`config.mk`:
```
export PLATFORM = sky130hd
export DESIGN_NAME = swi_ctrl
export DESIGN_NICKNAME = d
export VERILOG_FILES = /design/src/hw/rtl/swi_pkg.sv /design/src/hw/rtl/swi_ctrl.sv
export SDC_FILE = /design/constraint.sdc
export NUM_CORES = 1
export LEC_CHECK = 0
export BUFFER_PORTS_ARGS = -buffer_cell sky130_fd_sc_hd__buf_2
export CORE_MARGIN = 5
export CORE_UTILIZATION = 45
export DETAILED_ROUTE_END_ITERATION = 16
export PLACE_DENSITY = 0.7
export SYNTH_ARGS = -nofsm -noshare
export SYNTH_HDL_FRONTEND = slang
export SYNTH_SLANG_ARGS = --single-unit
export TNS_END_PERCENT = 100
```
`constraint.sdc`:
```
create_clock -name clk_i -period 2.9 [get_ports clk_i]
set_input_delay 0.29 -clock clk_i [delete_from_list [all_inputs] [get_ports clk_i]]
set_output_delay 0.29 -clock clk_i [all_outputs]
set_load 0.01 [all_outputs]
```
`src/hw/rtl/swi_pkg.sv`:
```
// ----------------------------------------------------------------------------
// swi_pkg
// Shared widths, kernel codes, controller states and the command bundle of
// the separable window interpolator.
// ----------------------------------------------------------------------------
package swi_pkg;

  // field widths
  localparam int SAMPLE_BITS = 16;
  localparam int FRAC_BITS   = 16;
  localparam int WINDOW      = 4;
  localparam int ROW_FRAC    = 7;
  localparam int ROW_BITS    = SAMPLE_BITS + 8;
  localparam int MODE_BITS   = 3;

  // internal widths: coefficients, horner accumulator, product
  localparam int CW  = ROW_BITS + 5;
  localparam int TW  = CW + 2;
  localparam int PW  = TW + FRAC_BITS + 1;

  // divide by three through a reciprocal, the operand biased to stay positive
  localparam int                   DIV_SHIFT = 33;
  localparam int                   RCP_BITS  = 32;
  localparam int                   DPW       = TW + RCP_BITS;
  localparam logic [RCP_BITS-1:0]  DIV_RECIP = 32'hAAAA_AAAB;
  localparam logic [TW-1:0]        DIV_BIAS  = TW'(3) << (TW - 3);
  localparam logic signed [TW-1:0] DIV_OFS   = TW'(1) << (TW - 3);

  localparam logic [FRAC_BITS-1:0] FRAC_HALF = FRAC_BITS'(1) << (FRAC_BITS - 1);

  typedef enum logic [MODE_BITS-1:0] {
    KM_NEAREST = 3'd0,
    KM_LINEAR  = 3'd1,
    KM_CUBIC   = 3'd2,
    KM_CATMULL = 3'd3,
    KM_CONV    = 3'd4
  } kernel_e;

  localparam logic [MODE_BITS-1:0] MODE_RESET = KM_LINEAR;

  typedef enum logic [2:0] {
    ST_IDLE,
    ST_COEF,
    ST_MUL,
    ST_ACC,
    ST_DIV,
    ST_FIN,
    ST_LDCOL
  } state_e;

  typedef struct packed {
    logic       load_row;
    logic       load_col;
    logic       coef;
    logic       mul;
    logic       acc;
    logic       div;
    logic       fin_row;
    logic       fin_col;
    logic [1:0] step;
    kernel_e    mode;
    logic [1:0] row_idx;
  } cmd_t;

  // undefined codes fall back to linear
  function automatic kernel_e eff_mode(input logic [MODE_BITS-1:0] m);
    kernel_e k;
    unique case (m)
      KM_NEAREST: k = KM_NEAREST;
      KM_CUBIC:   k = KM_CUBIC;
      KM_CATMULL: k = KM_CATMULL;
      KM_CONV:    k = KM_CONV;
      default:    k = KM_LINEAR;
    endcase
    return k;
  endfunction

endpackage

```
`src/hw/rtl/swi_ctrl.sv`:
```
// ----------------------------------------------------------------------------
// swi_ctrl
// Sequencer: steps the shared kernel datapath through each row and, on the
// last row of a window, through the vertical pass.
// ----------------------------------------------------------------------------
module swi_ctrl
  import swi_pkg::*;
(
  input  logic                 clk_i,
  input  logic                 rst_ni,
  input  logic                 cfg_we_i,
  input  logic [MODE_BITS-1:0] cfg_wdata_i,
  input  logic                 in_valid_i,
  output logic                 in_ready_o,
  output logic                 out_valid_o,
  input  logic                 out_ready_i,
  output cmd_t                 cmd_o
);

  state_e               state_q, state_d;
  logic                 col_q, col_d;
  logic [1:0]           row_count_q, row_count_d;
  logic [1:0]           step_q, step_d;
  logic [MODE_BITS-1:0] mode_q, mode_d;
  logic                 out_valid_q, out_valid_d;

  kernel_e    mode;
  logic [1:0] hsteps;
  logic       last_row;

  assign mode     = eff_mode(mode_q);
  assign last_row = (mode == KM_NEAREST || mode == KM_LINEAR) ? (row_count_q == 2'd1)
                                                              : (row_count_q == 2'd3);

  // horner steps per kernel
  always_comb begin
    unique case (mode)
      KM_NEAREST: hsteps = 2'd0;
      KM_LINEAR:  hsteps = 2'd1;
      default:    hsteps = 2'd3;
    endcase
  end

  always_ff @(posedge clk_i or negedge rst_ni) begin
    if (!rst_ni) begin
      state_q     <= ST_IDLE;
      col_q       <= 1'b0;
      row_count_q <= '0;
      step_q      <= '0;
      mode_q      <= MODE_RESET;
      out_valid_q <= 1'b0;
    end else begin
      state_q     <= state_d;
      col_q       <= col_d;
      row_count_q <= row_count_d;
      step_q      <= step_d;
      mode_q      <= mode_d;
      out_valid_q <= out_valid_d;
    end
  end

  always_comb begin
    state_d     = state_q;
    col_d       = col_q;
    row_count_d = row_count_q;
    step_d      = step_q;
    mode_d      = mode_q;
    out_valid_d = out_valid_q && !out_ready_i;
    in_ready_o  = 1'b0;
    cmd_o         = '0;
    cmd_o.mode    = mode;
    cmd_o.step    = step_q;
    cmd_o.row_idx = row_count_q;

    unique case (state_q)
      ST_IDLE: begin
        in_ready_o = 1'b1;
        if (in_valid_i) begin
          cmd_o.load_row = 1'b1;
          state_d        = ST_COEF;
        end
      end
      ST_COEF: begin
        cmd_o.coef = 1'b1;
        step_d     = '0;
        state_d    = (hsteps == 2'd0) ? ST_DIV : ST_MUL;
      end
      ST_MUL: begin
        cmd_o.mul = 1'b1;
        state_d   = ST_ACC;
      end
      ST_ACC: begin
        cmd_o.acc = 1'b1;
        if (step_q + 2'd1 == hsteps) begin
          state_d = ST_DIV;
        end else begin
          step_d  = step_q + 2'd1;
          state_d = ST_MUL;
        end
      end
      ST_DIV: begin
        cmd_o.div = 1'b1;
        state_d   = ST_FIN;
      end
      ST_FIN: begin
        if (!col_q) begin
          cmd_o.fin_row = 1'b1;
          if (last_row) begin
            row_count_d = '0;
            col_d       = 1'b1;
            state_d     = ST_LDCOL;
          end else begin
            row_count_d = row_count_q + 2'd1;
            state_d     = ST_IDLE;
          end
        end else if (!out_valid_q || out_ready_i) begin
          // output register free or draining this cycle
          cmd_o.fin_col = 1'b1;
          out_valid_d   = 1'b1;
          col_d         = 1'b0;
          state_d       = ST_IDLE;
        end
      end
      ST_LDCOL: begin
        cmd_o.load_col = 1'b1;
        state_d        = ST_COEF;
      end
      default: begin
        state_d = ST_IDLE;
      end
    endcase

    // kernel change restarts the window
    if (cfg_we_i) begin
      mode_d      = cfg_wdata_i;
      row_count_d = '0;
    end
  end

  assign out_valid_o = out_valid_q;

endmodule

```
# Yosys cells after proc, flatten, opt, wreduce, memory -nomap -nowiden
# Index checks and enable logic that the tools add are counted.
# totals
regBits	12
out_inout_bits	17
elab_cells	73
# classes
add_sub_neg	2
n_eq_ne	17
n_mux	34
n_reduce_logical	14
# ops
cell	n
3-bit one-hot mux with 7 select lines	1
1-bit two-way mux	18
3-bit two-way mux	6
3-bit by 2-bit equality test with 1-bit output (second input constant)	4
3-bit equality test (second input constant)	4
2-bit two-way mux	6
3-bit one-hot mux with 4 select lines	1
3-bit zero test	3
2-bit one-hot mux with 2 select lines	2
3-bit by 1-bit equality test with 1-bit output (second input constant)	2
2-bit inequality test (second input constant)	3
2-bit AND reduction	3
2-bit by 1-bit adder with 2-bit output (second input constant)	2
2-bit nonzero test	2
3-bit inequality test (second input constant)	1
2-bit by 1-bit equality test with 1-bit output (second input constant)	1
2-bit equality test	1
2-bit equality test (second input constant)	1
1-bit zero test	2
2-bit zero test	1
1-bit logical OR	2
1-bit logical AND	1

# Logic depth before layout (Yosys ltp)
# Gate-level depths: netlist of run 1.
# depth
ltp_word	9
depth_mapped	4
depth_no_buf	4

# Worst setup path after synthesis of run 1
# No wires, ideal clock.
# synth_path
kind	register to output
startpoint	reg state_q[0]
endpoint	out cmd_o[14] (netlist name)
arrival_time_ns	1.279
t_required_ns	2.610
path_slack_ns	1.331
stages_incl_launch_ff	4
n_path_buf	1
cell_sequence	dfrtp_1 > dlygate4sd1_1 > nor3_1 > and2_1
# synth_lines
element	line	source
start: declaration	swi_ctrl.sv:20	state_e state_q, state_d;
start signal: assignment	swi_ctrl.sv:53	state_q <= state_d;
end: declaration	swi_ctrl.sv:17	output cmd_t cmd_o

==> results of run 1 <==
==> synth_stat cells, types with 2 or more instances <==
library cell	number	share of area (%)
nor2_1	6	3.0
or3_1	2	1.6
dfrtp_1	11	36
a21o_1	2	2.0
nand3_1	3	2.0
a21oi_1	4	2.6
nor3_1	2	1.3
mux2_2	3	4.4
o21ai_0	4	2.6
nor2b_1	4	3.3
and3b_1	2	2.3
nor3b_1	2	2.0
nand2_1	8	4.0
clkbuf_1	3	1.5
inv_1	2	0.99
==> routing by layer <==
metal,share of wire (%),vias up,global-route usage (%)
met3,6.5,2,3.20
met5,0,-,0
met2,44,18,20.6
met1,48,306,18.4
met4,0.77,0,9.42
li1,-,336,-
==> layout make-up <==
class                           instances  area (um2)  area share, %
Sequential cell                        12         302           32.6
Inverter                                2        7.51          0.811
Tap cell                               16        20.0           2.16
Multi-Input combinational cell         62         430           46.5
Clock buffer                            4        36.3           3.92
Timing Repair Buffer                   25         130           14.1
==> power breakdown <==
group          switching, uW  internal [uW]  leakage, uW  total, uW
combinational            130            144     0.000280        273
sequential               104            209     0.000151        313
clock                   55.5           76.3    0.0000210        132
total                    289            429     0.000452        718
==> metrics by stage <==
step           cell area [um2]  setup slack, ns  power, uW  hold WS, ns
2_1_floorplan              759             1.33        504     -0.00559
3_3_place_gp               880             1.40        587        0.188
3_5_place_dp               880             1.33        593        0.185
4_1_cts                    926             1.15        730        0.237
5_1_grt                    926             1.02        788        0.235
6_report                   926             1.18        718        0.245
==> logic make-up after synthesis <==
kind of cell    synth area share [%]
simple gates                    36.6
mux                             4.45
buf+inv                         3.62
flops                           39.7
xor+xnor                        1.15
compound gates                  14.5
==> registers in the layout, indices dropped and copies added, names as in the netlist <==
register,count
col_q,1
mode_q,3
out_valid_o,1
row_count_q,2
state_q,3
step_q,2
==> worst min-delay path by stage <==
stage                        start        endpoint  slack, ns
after detailed placement    rst_ni      state_q[2]       0.19
after global routing      cfg_we_i  row_count_q[0]       0.24
final                     cfg_we_i  row_count_q[1]       0.24
after global placement      rst_ni       step_q[0]       0.19
after floorplan             rst_ni           col_q     -0.006
after CTS                 cfg_we_i  row_count_q[1]       0.24
==> impl_metrics.csv, run 1 <==
group,metric,value,unit
setup_path,endpoint,"cmd_o[7]",
placement,hpwl,1.17,mm
setup_path,cp-startpoint,"state_q[2]",
sta,fmax,581,MHz
final_layout,diodes,0,
setup_path,reg2reg_from,"state_q[0]",
clocking,clk_pin_slew,0.08,ns
synthesis,synthArstFlopShare,100,%
global_routing,grt_pass1_wl,2.73,mm
clocking,clock_path_buffers,2,
sta,tns,0,ns
placement,io_buffers,24,
floorplan,dieArea,0.00261,mm2
setup_path,ff2ff_path_depth,4,
clocking,cts_buffers,3,
synthesis,synth.avg_cell_area,9.49,um2
global_routing,grt_pass1_vias,626,
setup_path,required,2.61,ns
setup_path,crit_family,"flip-flops",
setup_path,worstSetupStartpointType,"flip-flop",
flow_run,drv_cap,0,
floorplan,initial_utilization,48.7,%
sta,slew_viol_final,0,
sta,finalSetupViolCount,0,
synthesis,yosysWarnings,0,
sta,maxSlewHeadroom,69.4,%
status,status,"finished, final reports clean",
power_and_ir_drop,vdd_drop_max,456,uV
clocking,cts_hold_buffers,1,
sta,tightest_slew,0.458,ns
clocking,cts.repair.resized,0,
global_routing,antenna_found_initial,0,
final_layout,layout_common_cells,"buf_2, dfrtp_1, nand2_1",
drt,first_iter_violations,11,
sta,hold_viol_final,0,
clocking,insertion_delay,0.27,ns
sta,period_share,59.4,%
final_layout,final_common_cell,"buf_2",
setup_path,path_buf_inv,1,
worst_hold_path,hp-class,"in -> reg",
sta,rsz0062_at_grt,"no",
final_layout,drive_gt1_share,37.1,%
power_and_ir_drop,p_leak,0.000452,uW
setup_path,critical_path.cell_chain,"nor2b_1, nand3_1, nor2_1, buf_2",
placement,gp_congestion,0.830,
drt,num_vias,662,
clocking,h-tree-depth,1,
sta,period_needed,1.72,ns
floorplan,die_h,51.1,um
setup_path,cp_slowest_stage_delay,0.56,ns
synthesis,syn_inst,80,
setup_path,critPathKind,"reg -> out",
floorplan,die-width,51.1,um
drt,dr.pass1.iters,4,
sta,fin_worst_skew,0.00594,ns
synthesis,synth.distinct_cells,37,
synthesis,ys_seq_area_share,39.7,%
final_layout,final_core_util,59.4,%
clocking,clock_sinks,12,
final_layout,fillers,146,
power_and_ir_drop,p_per_area,776,mW/mm2
final_layout,final_nets,114,
drt,drt.antenna.violating_nets,0,
setup_path,r2r_slack,1.34,ns
setup_path,crit_path_end_kind,"output pin",
setup_path,crit_arrival,1.43,ns
clocking,cts_setup_buffers,0,
setup_path,crit_cells,4,
global_routing,grt_max_degree,18,
global_routing,grt.total_usage,14.1,%
floorplan,core-area,0.00156,mm2
clocking,cts-root-buf,"clkbuf_4",
clocking,cts_tree,"yes",
floorplan,rows,14,
drt,drc_errors,0,
worst_hold_path,worstHoldPathCells,2,
global_routing,gr-total-overflow,0,
floorplan,ios,25,
setup_path,cp_slowest_cell,"dfrtp_1",
synthesis,ys_ff_latch,12,
drt,wl_per_cell,12.9,um
final_layout,area_growth,21.9,%
synthesis,ys.flop_type,"dfrtp_1",
drt,routed_wl,1.57,mm
final_layout,final_cells,121,
synthesis,syn_nets,88,
synthesis,synth_area,759,um2
synthesis,synth_edf_count,0,
drt,detail_route.vias_per_cell,5.47,
placement,placed_cells,116,
setup_path,timing.rr.end,"row_count_q[1]",
setup_path,critical_path.max_fanout,12,
Power figures use the tool's default switching activity.
==> run 2, diff against run 1 <==
ABC_AREA = 1   (was unset)
CORE_UTILIZATION = 43   (was 45)
PLACE_DENSITY = 0.71   (was 0.7)
clock period = 1.54 ns   (was 2.9 ns; I/O delays follow)
==> run 2 against run 1 <==
Against the previous run:
- die area rose by 1.7%
- clock skew rose by 0.0010 ns
- clock power up 51%
- via count increased by 7.3%
- critical path depth rose by 2
==> impl_metrics.csv, run 2 <==
group,metric,value,unit
setup_path,r2r_slack,0.15,ns
floorplan,rows,15,
power_and_ir_drop,p_clk_share,14.1,%
power_and_ir_drop,p_per_area,1540,mW/mm2
clocking,cts_buffers,3,
synthesis,synth.distinct_cells,25,
sta,slew_viol_final,0,
floorplan,die_h,51.5,um
drt,routed_wl,1.49,mm
setup_path,cp_slowest_stage_delay,0.43,ns
sta,tightest_slew,0.305,ns
clocking,clk_pin_slew,0.08,ns
synthesis,yosysTopAreaCell,"dfrtp_1",
global_routing,grt.total_usage,12.5,%
synthesis,synth_common_cells,"nand2_1, inv_1, dfrtp_1",
sta,period_needed,1.43,ns
worst_hold_path,min_to,"out_valid_o",
placement,gp_congestion,0.713,
clocking,h-tree-depth,1,
final_layout,final_common_cell,"buf_2",
setup_path,reg2reg_from,"mode_q[0]",
status,status,"finished, final reports clean",
placement,hpwl,1.25,mm
power_and_ir_drop,vdd_drop_max,615,uV
flow_run,drv_cap,0,
sta,period_share,92.6,%
setup_path,ff2ff_path_depth,9,
global_routing,grt_max_degree,13,
sta,holdWs,0.0755,ns
clocking,clock_path_buffers,2,
clocking,insertion_delay,0.27,ns
setup_path,crit_arrival,1.27,ns
sta,rsz0062_at_grt,"no",
setup_path,cp_slowest_cell,"dfrtp_1",
clocking,cts_tree,"yes",
worst_hold_path,hp-start,"out_ready_i",
synthesis,synthArstFlopShare,100,%
drt,num_vias,710,
setup_path,critPathKind,"reg -> out",
power_and_ir_drop,p_leak,0.000508,uW
synthesis,synth_largest_type_area_fraction,37.2,%
setup_path,timing.rr.end,"step_q[1]",
power_and_ir_drop,p_int,777,uW
sta,tns,0,ns
final_layout,largestRegisters,"mode_q: 3 flops, state_q: 3 flops",
worst_hold_path,worstHoldPathCells,2,
drt,first_iter_violations,7,
synthesis,syn_inst,98,
clocking,clock_sinks,12,
sta,fmax,701,MHz
synthesis,synth.avg_cell_area,7.56,um2
synthesis,synthTopCellsByArea,"dfrtp_1, nand2_1, inv_1",
synthesis,synth_edf_count,0,
floorplan,dieArea,0.00265,mm2
global_routing,antenna_found_initial,0,
floorplan,ios,25,
drt,wl_per_cell,10.4,um
power_and_ir_drop,switching_share,44.9,%
floorplan,core-area,0.00169,mm2
final_layout,diodes,0,
setup_path,required,1.39,ns
drt,drc_errors,0,
synthesis,syn_nets,106,
power_and_ir_drop,p_switching,634,uW
placement,io_buffers,24,
sta,hold_viol_final,0,
drt,drt.antenna.violating_nets,0,
synthesis,synth.most_common_cell,"nand2_1",
clocking,cts_setup_buffers,0,
final_layout,area_growth,24.0,%
synthesis,synth_area,741,um2
sta,finalSetupViolCount,0,
setup_path,worstSetupStartpointType,"flip-flop",
clocking,cts-root-buf,"clkbuf_4",
setup_path,crit_path_end_kind,"output pin",
final_layout,final_nets,135,
global_routing,grt_pass1_vias,647,
floorplan,die-width,51.5,um
sta,fin_worst_skew,0.00695,ns
power_and_ir_drop,p_seq_share,37.8,%
setup_path,critical_path.max_fanout,4,
synthesis,ys_seq_area_share,40.7,%
final_layout,layout_common_cells,"buf_2, nand2_1, inv_1",
global_routing,grt_pass1_wl,2.56,mm
floorplan,initial_utilization,43.9,%
power_and_ir_drop,p_comb_share,48.1,%
synthesis,ys.flop_type,"dfrtp_1",
worst_hold_path,hp-class,"in -> reg",
global_routing,gr-total-overflow,0,
synthesis,ys_ff_latch,12,
setup_path,critical_path.cell_chain,"inv_2, nand3_4, inv_1, nand2_1, nor2_1, buf_2",
sta,maxSlewHeadroom,79.5,%
drt,dr.pass1.iters,3,
drt,detail_route.vias_per_cell,4.97,
final_layout,drive_gt1_share,37.3,%
synthesis,yosysWarnings,0,
## run 2: changes by cell type after synthesis, moves of 3 or more
cell / before / now
a21oi_1: 4 / 1
clkbuf_1: 3 / 0
inv_1: 2 / 16
inv_2: 0 / 3
mux2_2: 3 / 0
nand2_1: 8 / 23
nand3_1: 3 / 6
nor2_1: 6 / 9
nor2b_1: 4 / 0
o21ai_0: 4 / 7
## run 2: repair_timing
| item | CTS | global route |
|---|---|---|
| resized for setup | 0 | 5 |
| hold buffers | 1 | 0 |
| endpoints found under the hold margin | 11 | 0 |
| endpoints found under the setup margin | 0 | 6 |
## run 2: stage by stage
stage / std cells / total power [uW] / cell area (um2) / setup slack [ns] / utilization [%]
after floorplan: 98 / 1000 / 741 / 0.258 / -
after global placement: 138 / 1190 / 875 / 0.226 / 51.8
after detailed placement: 138 / 1200 / 875 / 0.158 / 51.8
after CTS: 143 / 1410 / 911 / 0.0247 / 53.9
after global routing: 143 / 1540 / 918 / 0.0153 / 54.4
final: 143 / 1410 / 918 / 0.114 / 54.4
## run 2: critical path, delay by kind of cell (launching register included)
kind / cells / cell delay [ns]
simple gates: 3 / 0.24
buf+inv: 3 / 0.35
flops: 1 / 0.43
## run 2: how the worst max path moves through the flow
stage                     from   endpoint  slack [ns]  cells after the start
finish              state_q[1]   cmd_o[7]        0.11                      6
global route         mode_q[0]  step_q[0]        0.02                      9
CTS                 state_q[1]   cmd_o[7]        0.02                      6
detailed placement   mode_q[0]  step_q[1]        0.16                      9
global placement     mode_q[0]  step_q[1]        0.23                      9
floorplan           state_q[2]  cmd_o[14]        0.26                      3
## run 2: area by class of cell
cell class	count	area, um2
clock buffer	4	26.3
fill	170	771
inverter	19	71.3
multi-input combinational	66	365
sequential	12	304
tap	17	21.3
timing repair buffer	25	130
## run 2: per-layer routing
layer / up-vias / global-route usage, % / wire, um
li1: 369 / - / -
met2: 19 / 20.3 / 686
met1: 322 / 15.5 / 702
met4: 0 / 5.24 / 0
met5: - / 0 / 0
met3: 0 / 3.15 / 98
## run 2: power by group through the flow
stage                     registers [uW]  clock network, uW  logic (uW)
after floorplan                      526                  0         474
after global placement               525                  0         661
after detailed placement             526                  0         677
after CTS                            522                208         680
after global routing                 552                222         768
final                                534                199         679
## run 2: cells by family after synthesis
family                 Yosys count  share of synthesized area, %
and+or+nand+nor                 53                          38.5
DFF                             12                          40.7
AOI/OAI and AO/OA               13                          10.1
buffers and inverters           20                          10.6
==> run 3, diff against run 2 <==
ABC_AREA = unset   (was 1)
PLACE_DENSITY = 0.7   (was 0.71)
==> run 3 against run 2 <==
Against the previous run:
- largest cell class unchanged
- setup slack got worse by 0.088 ns
- sequential power decreased by 9.4%
- highest routed layer is now met4
- fmax decreased by 5.8%
==> impl_metrics.csv, run 3 (same netlist as run 1, synthesis figures left out) <==
group,metric,value,unit
status,status,"finished, final reports clean",
setup_path,cp-startpoint,"mode_q[0]",
power_and_ir_drop,vdd_drop_max,842,uV
placement,gp_congestion,0.837,
final_layout,area_growth,38.2,%
setup_path,worstSetupStartpointType,"flip-flop",
power_and_ir_drop,p_switching,633,uW
clocking,insertion_delay,0.27,ns
drt,drc_errors,0,
floorplan,rows,15,
floorplan,die-width,52.0,um
global_routing,antenna_found_initial,0,
setup_path,critical_path.max_fanout,3,
drt,drt.antenna.violating_nets,0,
drt,wl_per_cell,13.0,um
setup_path,crit_arrival,1.66,ns
floorplan,initial_utilization,44.5,%
setup_path,cp_slowest_cell,"dfstp_2",
setup_path,critical_path.cell_chain,"and4bb_1, nor4_4, o22a_1, o211ai_1",
flow_run,drv_cap,0,
sta,fmax,661,MHz
drt,dr.pass1.iters,4,
final_layout,drive_gt1_share,46.2,%
sta,setup_ws,0.0261,ns
setup_path,path_buf_inv,0,
drt,detail_route.vias_per_cell,5.01,
drt,num_vias,711,
floorplan,dieArea,0.00271,mm2
sta,hold_viol_final,0,
power_and_ir_drop,p_per_area,1560,mW/mm2
worst_hold_path,hp-start,"cfg_we_i",
floorplan,ios,25,
worst_hold_path,hp-class,"in -> reg",
clocking,clk_pin_slew,0.09,ns
power_and_ir_drop,switching_share,38.8,%
global_routing,grt_pass1_vias,700,
setup_path,cp_slowest_stage_delay,0.55,ns
sta,tightest_slew,0.363,ns
global_routing,grt_max_degree,17,
sta,fin_worst_skew,0.00511,ns
power_and_ir_drop,p_int,999,uW
sta,finalSetupViolCount,0,
drt,first_iter_violations,2,
final_layout,final_common_cell,"buf_2",
global_routing,grt.total_usage,14.9,%
placement,io_buffers,24,
sta,period_needed,1.51,ns
sta,period_share,98.3,%
sta,slew_viol_final,0,
clocking,cts_buffers,3,
sta,tns,0,ns
drt,routed_wl,1.85,mm
power_and_ir_drop,p_clk_share,15.7,%
clocking,clock_path_buffers,2,
final_layout,layout_common_cells,"buf_2, dfrtp_1, nand2_1, buf_4, nor2_1",
setup_path,required,1.69,ns
final_layout,largestRegisters,"mode_q: 3 flops, state_q: 3 flops",
final_layout,final_core_util,61.5,%
final_layout,diodes,0,
global_routing,gr-total-overflow,0,
placement,hpwl,1.22,mm
clocking,cts_tree,"yes",
sta,rsz0062_at_grt,"yes",
final_layout,fillers,153,
global_routing,grt_pass1_wl,3.08,mm
setup_path,reg2reg_from,"mode_q[0]",
setup_path,crit_family,"flip-flops",
clocking,h-tree-depth,1,
placement,place_ws,0.0449,ns
power_and_ir_drop,p_comb_share,54.6,%
floorplan,core-area,0.00171,mm2
final_layout,final_nets,126,
clocking,clock_sinks,12,
clocking,cts-root-buf,"clkbuf_4",
setup_path,crit_path_end_kind,"flip-flop",
power_and_ir_drop,p_seq_share,29.7,%
setup_path,critPathKind,"reg -> reg",
sta,maxSlewHeadroom,75.7,%
floorplan,die_h,52.0,um
power_and_ir_drop,p_leak,0.000516,uW
[run 3: cell type report]
cell class / instances / area (um2) / area share [%]
inverter: 2 / 7.51 / 0.715
sequential: 12 / 303 / 28.8
clock buffer: 4 / 36.3 / 3.46
multi-input combinational: 62 / 443 / 42.2
timing repair buffer: 37 / 229 / 21.8
tap: 25 / 31.3 / 2.98
[run 3: worst paths after layout]
| check | endpoint | slack [ns] | cells past startpoint |
|---|---|---|---|
| worst max-delay path | state_q[2] | 0.03 | 4 |
| worst min-delay path | row_count_q[1] | 0.11 | 2 |
| worst max register to register | state_q[2] | 0.03 | 4 |
| worst min register to register | row_count_q[1] | 0.57 | 2 |
| max in group asynchronous | mode_q[0] | 0.96 | 2 |
| min in group asynchronous | col_q | 0.29 | 2 |
[run 3: power groups by stage]
stage / clock network, uW / registers, uW / logic, uW
after detailed placement: 0 / 482 / 708
after CTS: 267 / 479 / 717
after global placement: 0 / 480 / 700
after floorplan: 0 / 494 / 455
after global routing: 279 / 500 / 988
final: 257 / 484 / 891
[run 3: per-stage QoR]
stage               total power [uW]  std cells  cell area (um2)  hold WS [ns]
floorplan                        949         80              759        -0.142
global placement                1180        129              921        0.0534
detailed placement              1190        129              921        0.0554
CTS                             1460        134              970         0.106
global route                    1770        142             1050         0.105
finish                          1630        142             1050         0.114
[run 3: metal layers]
layer	part of all wire, %	track usage, %	vias to the layer above
li1	-	-	363
met3	2.9	3.72	2
met1	47	20.2	335
met2	50	23.4	11
met4	0.65	3.93	0
met5	0	0	-
[run 3: timing repair]
item / 4_1_cts / 5_1_grt
resized for setup: 1 / 6
pin swaps: 0 / 2
gates cloned: 0 / 1
hold buffers: 1 / 0
hold endpoints to repair: 11 / 0
setup buffers: 0 / 7
endpoints found under the setup margin: 1 / 6
